$ cat src/hdl/sap_pkg.sv
// ----------------------------------------------------------------------------
// Sparse polynomial adder package
// Shared types and constants: command codes, transaction payloads and the
// stored term layout.
// ----------------------------------------------------------------------------
`default_nettype none

package sap_pkg;

  // Default number of terms each polynomial store can hold.
  localparam int unsigned TERMS_DEFAULT = 32;

  // Command codes carried by an input transaction.
  typedef enum logic [1:0] {
    CMD_LOAD_A = 2'd0,
    CMD_LOAD_B = 2'd1,
    CMD_ADD    = 2'd2
  } cmd_t;

  // Input transaction payload.
  typedef struct packed {
    logic [1:0]         command;
    logic signed [31:0] coef;
    logic [15:0]        expon;
  } in_item_t;

  // Result transaction payload.
  typedef struct packed {
    logic signed [31:0] sum_coef;
    logic [15:0]        sum_expon;
    logic               last;
    logic               empty_res;
    logic               overflow;
  } out_item_t;

  // One stored term.
  typedef struct packed {
    logic signed [31:0] coef;
    logic [15:0]        expon;
  } term_t;

endpackage : sap_pkg

`default_nettype wire

$ cat src/hdl/sparse_polynomial_add.sv
// An add transaction merges the two loaded term lists, one merge step per cycle,
// except that a step that passes a term on, or the final result, waits while the
// output is stalled. The merge loop runs until both term memories are used up.
// Throughput: one load per cycle; input stalls while an add is merging.
// Reset: synchronous, active low; clears counts, overflow flag and control.
// ----------------------------------------------------------------------------
// Sparse polynomial adder
// Stores two term lists in synchronous memories and merges them in descending
// exponent order, adding equal-exponent coefficients with saturation.
// ----------------------------------------------------------------------------
`default_nettype none

module sparse_polynomial_add #(
  parameter int unsigned TERMS_PER_POLY = sap_pkg::TERMS_DEFAULT
) (
  input  wire logic              clk,
  input  wire logic              rst_n,
  input  wire logic              in_valid,
  output logic                   in_stall,
  input  wire sap_pkg::in_item_t in_data,
  output logic                   out_valid,
  input  wire logic              out_stall,
  output sap_pkg::out_item_t     out_data
);

  import sap_pkg::*;

  localparam int unsigned AW = (TERMS_PER_POLY > 1) ? $clog2(TERMS_PER_POLY) : 1;
  localparam int unsigned CW = $clog2(TERMS_PER_POLY + 1);
  localparam logic [CW-1:0] FULL = CW'(TERMS_PER_POLY);

  typedef enum logic [1:0] {
    ST_IDLE  = 2'b01,
    ST_MERGE = 2'b10
  } state_t;

  state_t state_r, state_nxt;

  // Term memories and their registered read data.
  term_t first_mem  [TERMS_PER_POLY];
  term_t second_mem [TERMS_PER_POLY];
  term_t rd_a_r, rd_b_r;

  logic [CW-1:0] cnt_a_r, cnt_a_nxt, cnt_b_r, cnt_b_nxt;
  logic [CW-1:0] ia_r, ia_nxt, ib_r, ib_nxt;
  logic          overflow_r, overflow_nxt;

  // Held-back term, so the final one can be flagged last.
  logic               pend_valid_r, pend_valid_nxt;
  logic signed [31:0] pend_coef_r, pend_coef_nxt;
  logic [15:0]        pend_expon_r, pend_expon_nxt;

  logic      out_valid_r, out_valid_nxt;
  out_item_t out_data_r, out_data_nxt;

  logic in_acc, out_free;
  logic load_a, load_b, start_add;
  logic a_has, b_has, merge_done;
  logic take_a, take_b, emit;
  logic signed [31:0] new_coef;
  logic [15:0]        new_expon;
  logic signed [32:0] wide_sum;
  logic signed [31:0] sat_sum;
  logic step, finish;

  assign in_stall  = (state_r != ST_IDLE);
  assign in_acc    = in_valid && !in_stall;
  assign out_free  = !out_valid_r || !out_stall;
  assign load_a    = in_acc && (in_data.command == CMD_LOAD_A);
  assign load_b    = in_acc && (in_data.command == CMD_LOAD_B);
  assign start_add = in_acc && (in_data.command == CMD_ADD);

  assign a_has      = (ia_r < cnt_a_r);
  assign b_has      = (ib_r < cnt_b_r);
  assign merge_done = !a_has && !b_has;

  // Saturating sum of two equal-exponent coefficients.
  assign wide_sum = {rd_a_r.coef[31], rd_a_r.coef} + {rd_b_r.coef[31], rd_b_r.coef};
  always_comb begin
    if (wide_sum[32] != wide_sum[31]) begin
      sat_sum = wide_sum[32] ? 32'sh8000_0000 : 32'sh7fff_ffff;
    end else begin
      sat_sum = wide_sum[31:0];
    end
  end

  // Merge step decision on the current heads of both lists.
  always_comb begin
    take_a    = 1'b0;
    take_b    = 1'b0;
    emit      = 1'b1;
    new_coef  = rd_a_r.coef;
    new_expon = rd_a_r.expon;
    if (a_has && b_has) begin
      if (rd_a_r.expon > rd_b_r.expon) begin
        take_a = 1'b1;
      end else if (rd_a_r.expon == rd_b_r.expon) begin
        take_a   = 1'b1;
        take_b   = 1'b1;
        new_coef = sat_sum;
        emit     = (sat_sum != 32'sd0);
      end else begin
        take_b    = 1'b1;
        new_coef  = rd_b_r.coef;
        new_expon = rd_b_r.expon;
      end
    end else if (a_has) begin
      take_a = 1'b1;
    end else begin
      take_b    = 1'b1;
      new_coef  = rd_b_r.coef;
      new_expon = rd_b_r.expon;
    end
  end

  // A step that would displace a held term needs the output register free.
  assign step   = (state_r == ST_MERGE) && !merge_done &&
                  (!emit || !pend_valid_r || out_free);
  assign finish = (state_r == ST_MERGE) && merge_done && out_free;

  // Next-state, index, count and output logic.
  always_comb begin
    state_nxt      = state_r;
    cnt_a_nxt      = cnt_a_r;
    cnt_b_nxt      = cnt_b_r;
    ia_nxt         = ia_r;
    ib_nxt         = ib_r;
    overflow_nxt   = overflow_r;
    pend_valid_nxt = pend_valid_r;
    pend_coef_nxt  = pend_coef_r;
    pend_expon_nxt = pend_expon_r;
    out_valid_nxt  = out_valid_r && out_stall;
    out_data_nxt   = out_data_r;

    case (state_r)
      ST_IDLE: begin
        if (load_a) begin
          if (cnt_a_r < FULL) begin
            cnt_a_nxt = cnt_a_r + 1'b1;
          end else begin
            overflow_nxt = 1'b1;
          end
        end
        if (load_b) begin
          if (cnt_b_r < FULL) begin
            cnt_b_nxt = cnt_b_r + 1'b1;
          end else begin
            overflow_nxt = 1'b1;
          end
        end
        if (start_add) begin
          state_nxt = ST_MERGE;
        end
      end
      ST_MERGE: begin
        if (step) begin
          ia_nxt = ia_r + CW'(take_a);
          ib_nxt = ib_r + CW'(take_b);
          if (emit) begin
            if (pend_valid_r) begin
              out_valid_nxt = 1'b1;
              out_data_nxt  = '{sum_coef: pend_coef_r, sum_expon: pend_expon_r,
                                last: 1'b0, empty_res: 1'b0, overflow: overflow_r};
            end
            pend_valid_nxt = 1'b1;
            pend_coef_nxt  = new_coef;
            pend_expon_nxt = new_expon;
          end
        end
        if (finish) begin
          out_valid_nxt = 1'b1;
          if (pend_valid_r) begin
            out_data_nxt = '{sum_coef: pend_coef_r, sum_expon: pend_expon_r,
                             last: 1'b1, empty_res: 1'b0, overflow: overflow_r};
          end else begin
            out_data_nxt = '{sum_coef: 32'sd0, sum_expon: 16'd0,
                             last: 1'b1, empty_res: 1'b1, overflow: overflow_r};
          end
          pend_valid_nxt = 1'b0;
          cnt_a_nxt      = '0;
          cnt_b_nxt      = '0;
          ia_nxt         = '0;
          ib_nxt         = '0;
          overflow_nxt   = 1'b0;
          state_nxt      = ST_IDLE;
        end
      end
      default: begin
        state_nxt = ST_IDLE;
      end
    endcase
  end

  // Control registers.
  always_ff @(posedge clk) begin
    if (!rst_n) begin
      state_r      <= ST_IDLE;
      cnt_a_r      <= '0;
      cnt_b_r      <= '0;
      ia_r         <= '0;
      ib_r         <= '0;
      overflow_r   <= 1'b0;
      pend_valid_r <= 1'b0;
      out_valid_r  <= 1'b0;
    end else begin
      state_r      <= state_nxt;
      cnt_a_r      <= cnt_a_nxt;
      cnt_b_r      <= cnt_b_nxt;
      ia_r         <= ia_nxt;
      ib_r         <= ib_nxt;
      overflow_r   <= overflow_nxt;
      pend_valid_r <= pend_valid_nxt;
      out_valid_r  <= out_valid_nxt;
    end
  end

  // Payload registers.
  always_ff @(posedge clk) begin
    pend_coef_r  <= pend_coef_nxt;
    pend_expon_r <= pend_expon_nxt;
    out_data_r   <= out_data_nxt;
  end

  // Term memories: one write port for loads, one read port following the
  // next merge index, so the head of each list is ready every cycle.
  always_ff @(posedge clk) begin
    if (load_a && (cnt_a_r < FULL)) begin
      first_mem[cnt_a_r[AW-1:0]] <= '{coef: in_data.coef, expon: in_data.expon};
    end
    rd_a_r <= first_mem[ia_nxt[AW-1:0]];
  end

  always_ff @(posedge clk) begin
    if (load_b && (cnt_b_r < FULL)) begin
      second_mem[cnt_b_r[AW-1:0]] <= '{coef: in_data.coef, expon: in_data.expon};
    end
    rd_b_r <= second_mem[ib_nxt[AW-1:0]];
  end

  assign out_valid = out_valid_r;
  assign out_data  = out_data_r;

endmodule : sparse_polynomial_add

`default_nettype wire

$ cat config.mk
export PLATFORM = sky130hd
export DESIGN_NAME = sparse_polynomial_add
export DESIGN_NICKNAME = d
export VERILOG_FILES = /design/src/hdl/sap_pkg.sv /design/src/hdl/sparse_polynomial_add.sv
export SDC_FILE = /design/constraint.sdc
export NUM_CORES = 2
export LEC_CHECK = 0
export BUFFER_PORTS_ARGS = -buffer_cell sky130_fd_sc_hd__clkbuf_2
export CAP_MARGIN = 30
export CORE_ASPECT_RATIO = 0.9
export CORE_MARGIN = 2
export CORE_UTILIZATION = 53
export CTS_BUF_LIST = sky130_fd_sc_hd__clkbuf_4
export CTS_CLUSTER_SIZE = 10
export DETAILED_ROUTE_END_ITERATION = 6
export PLACE_DENSITY = 0.67
export SLEW_MARGIN = 20
export SYNTH_ARGS = -nofsm -noshare
export SYNTH_HDL_FRONTEND = slang
export SYNTH_SLANG_ARGS = --single-unit
export TNS_END_PERCENT = 30
$ cat constraint.sdc
create_clock -name clk -period 8.02 [get_ports clk]
set_input_delay 1.203 -clock clk [delete_from_list [all_inputs] [get_ports clk]]
set_output_delay 1.203 -clock clk [all_outputs]
set_load 0.005 [all_outputs]
==> metrics.cfg <==
[timing]
relSlewSlack_pct=25.0
finalSetupViolCount=0
setup-tns-final_ns=0
fin_crit_sh_pct=95.9
hold_viol=0
worst_pin_slew_ns=1.11
min_period_ns=7.69
finClkSkew_ns=0.144
maxClockFrequency_mhz=130
rsz0062_at_grt=false
setup_slack_ns=0.326
maxSlewViolCount=0
holdWs_ns=0.234

[global_routing]
gr-total-overflow=0
grt_max_degree=146
gr-usage-all-layers_pct=30.9
grt_pass1_vias=77500
antenna_found_initial=29
grt_pass1_wl_um=552000

[setup_path]
path_buf_inv=2
worst_path_max_delay_cell=a2111oi_1
path_max_fanout=50
critPathCaptureType=register
critPathMaxStageDelay_ns=0.76
path_cells=ha_1, o21ai_0, nor4_1, o21ai_0, a211oi_1, o21a_1, a22o_1, a22oi_1, nor3_1, nand2_1, a221oi_4, buf_12, buf_12, mux4_2, mux2_2, a2111oi_1, o221ai_1
worstPathRequired_ns=9.11
cp_top_family=compound AO/OA/AOI/OAI gates
worstSetupPathType=reg2reg
critPathLaunchType=register
arrival_ns=8.79

[power]
ir_worst_vdd_mv=0.132
p_total_w=0.0335
power_leakage_nw=52.4
p_per_area_nw_per_um2=226

[yosys]
synth_top_area_cell=edfxtp_1
synthTopCellsByArea=edfxtp_1 73%, mux2i_1 6.4%, mux4_2 3.2%
syn_inst=7767
synth_seq_cells=3296
yosysSeqAreaShare_pct=74.8
yosysMostFrequentCell=edfxtp_1
synthAdderAreaFrac_pct=0.686
ys_async_sr_fraction_pct=0
synth_top_area_share_pct=72.9
yosys-top-cells-count=3171 x edfxtp_1, 829 x mux2i_1, 600 x nand2_1, 379 x a2111oi_0, 353 x clkbuf_1
synth_area_um2=131000
synth-simple-area-share_pct=3.66
synth_compound_area_share_pct=7.99
yosys_warnings=0
avgSynthCellArea_um2=16.8
yosysUniqueCellTypes=72
synth_top_family_by_area=multiplexers
synth_mux_area_share_pct=10.5
synth_edf_count=3171
syn_nets=7892
synth_xor_area_share_pct=0.235
synth-main-ff-cell=edfxtp_1

[clock_tree]
holdBufCountCts=0
cts_max_level=6
cts_tree=done
clock_sinks=3296
numCtsBuffers=798
clockRootBuffer=clkbuf_4
clkLatencyLatePin_ns=1.45
clk_path_buf_depth=4
clk_pin_slew_ns=0.07
post_cts_buffers=0

[placed_design]
gp_congestion=0.946
post-dp-hpwl_um=219000
place_ws_ns=0.167
io_buffer_count=106

[finish]
area_growth_pct=13.6
drive_gt1_share_pct=23.5
fin_nets=8667

[routing]
drt_wl_total_um=392000
dr_total_vias=79500
drc=0
dr.pass1.iters=6
wire_per_inst_um=31.6
vias_per_cell=6.40
ant_nets=0
drt_first_iter_violations=10500

[floorplan]
die_h_um=475
start_util_pct=53.4
std_cell_rows=172
die_x_um=527
io-pin-count=107
core_area_um2=244000
dieArea_um2=250000

[min_path]
hold_path.class=in2reg

[flow_run]
max-cap-violations=0

[status]
status=completed

cell type report:
class | count | area (um^2)
clock inverter | 218 | 1270
multi-input combinational | 3773 | 30900
timing repair buffer | 485 | 4550
inverter | 188 | 706
tap | 3219 | 4030
fill | 18100 | 96100
clock buffer | 1217 | 9140
sequential | 3296 | 97700
antenna | 14 | 35.0
state kept, by name, summed over array words and instances (netlist names):
name          flops
rd_a_r           48
state_r           2
ia_r              6
ib_r              6
pend_valid_r      1
cnt_a_r           6
overflow_r        1
out_valid         1
first_mem      1536
second_mem     1536
out_data         51
pend_coef_r      32
cnt_b_r           6
rd_b_r           48
pend_expon_r     16
cell usage in the layout (no fill, tap or decap), types with 188 or more instances in the layout:
cell       count
a2111oi_0    376
clkbuf_4    1218
nand2_1      599
buf_4        288
mux4_2       188
inv_1        188
a21oi_1      226
a211oi_1     203
edfxtp_1    3171
mux2i_1      828
timing repair:
item	in CTS	in global routing
endpoints found under the hold margin	0	0
setup endpoints to repair	0	3
gates resized for setup	0	3
per-layer routing:
metal	up-vias	wire length (um)	part of all wire, %	GRT usage, %
met2	5148	180000	46	47.2
li1	33300	-	-	-
met3	754	44700	11	7.24
met5	-	222	0.057	0
met4	18	14200	3.6	11.9
met1	40300	153000	39	43.2
path summary, 6_finish.rpt:
path	to	cells past startpoint	from	slack [ns]
max	rd_b_r[2]$_DFF_P_	17	rd_a_r[18]$_DFF_P_	0.33
min	state_r[1]$_SDFFE_PN0P_	3	in_data[49]	0.23
max reg2reg	rd_b_r[2]$_DFF_P_	17	rd_a_r[18]$_DFF_P_	0.33
min reg2reg	cnt_a_r[1]$_SDFFE_PN0P_	2	cnt_a_r[1]$_SDFFE_PN0P_	0.51
tightest hold or removal path: stages:
cell and delay, ns:
clkbuf_2 0.08, nor3b_1 0.13, o21a_1 0.17
metrics by stage:
step / std cells / instance area, um^2 / util (%)
global placement: 10900 / 137000 / 56.2
floorplan: 7767 / 131000 / -
global route: 12400 / 148000 / 60.7
finish: 12400 / 148000 / 60.7
detailed placement: 11000 / 138000 / 56.4
CTS: 12400 / 148000 / 60.6
cell families after synthesis:
family                     Yosys count
adders and majority gates           71
buffers and inverters              698
and+or+nand+nor                   1101
muxes                             1117
DFF                               3296
AOI/OAI and AO/OA                 1449
xor gates and xnor gates            35
where the power goes:
part / internal (W) / total, W / switching [W]
sequential: 0.0189 / 0.0189 / 0.0000321
clock: 0.00725 / 0.0140 / 0.00672
combinational: 0.000141 / 0.000643 / 0.000503
No activity file was read; power rests on OpenSTA's default activity.
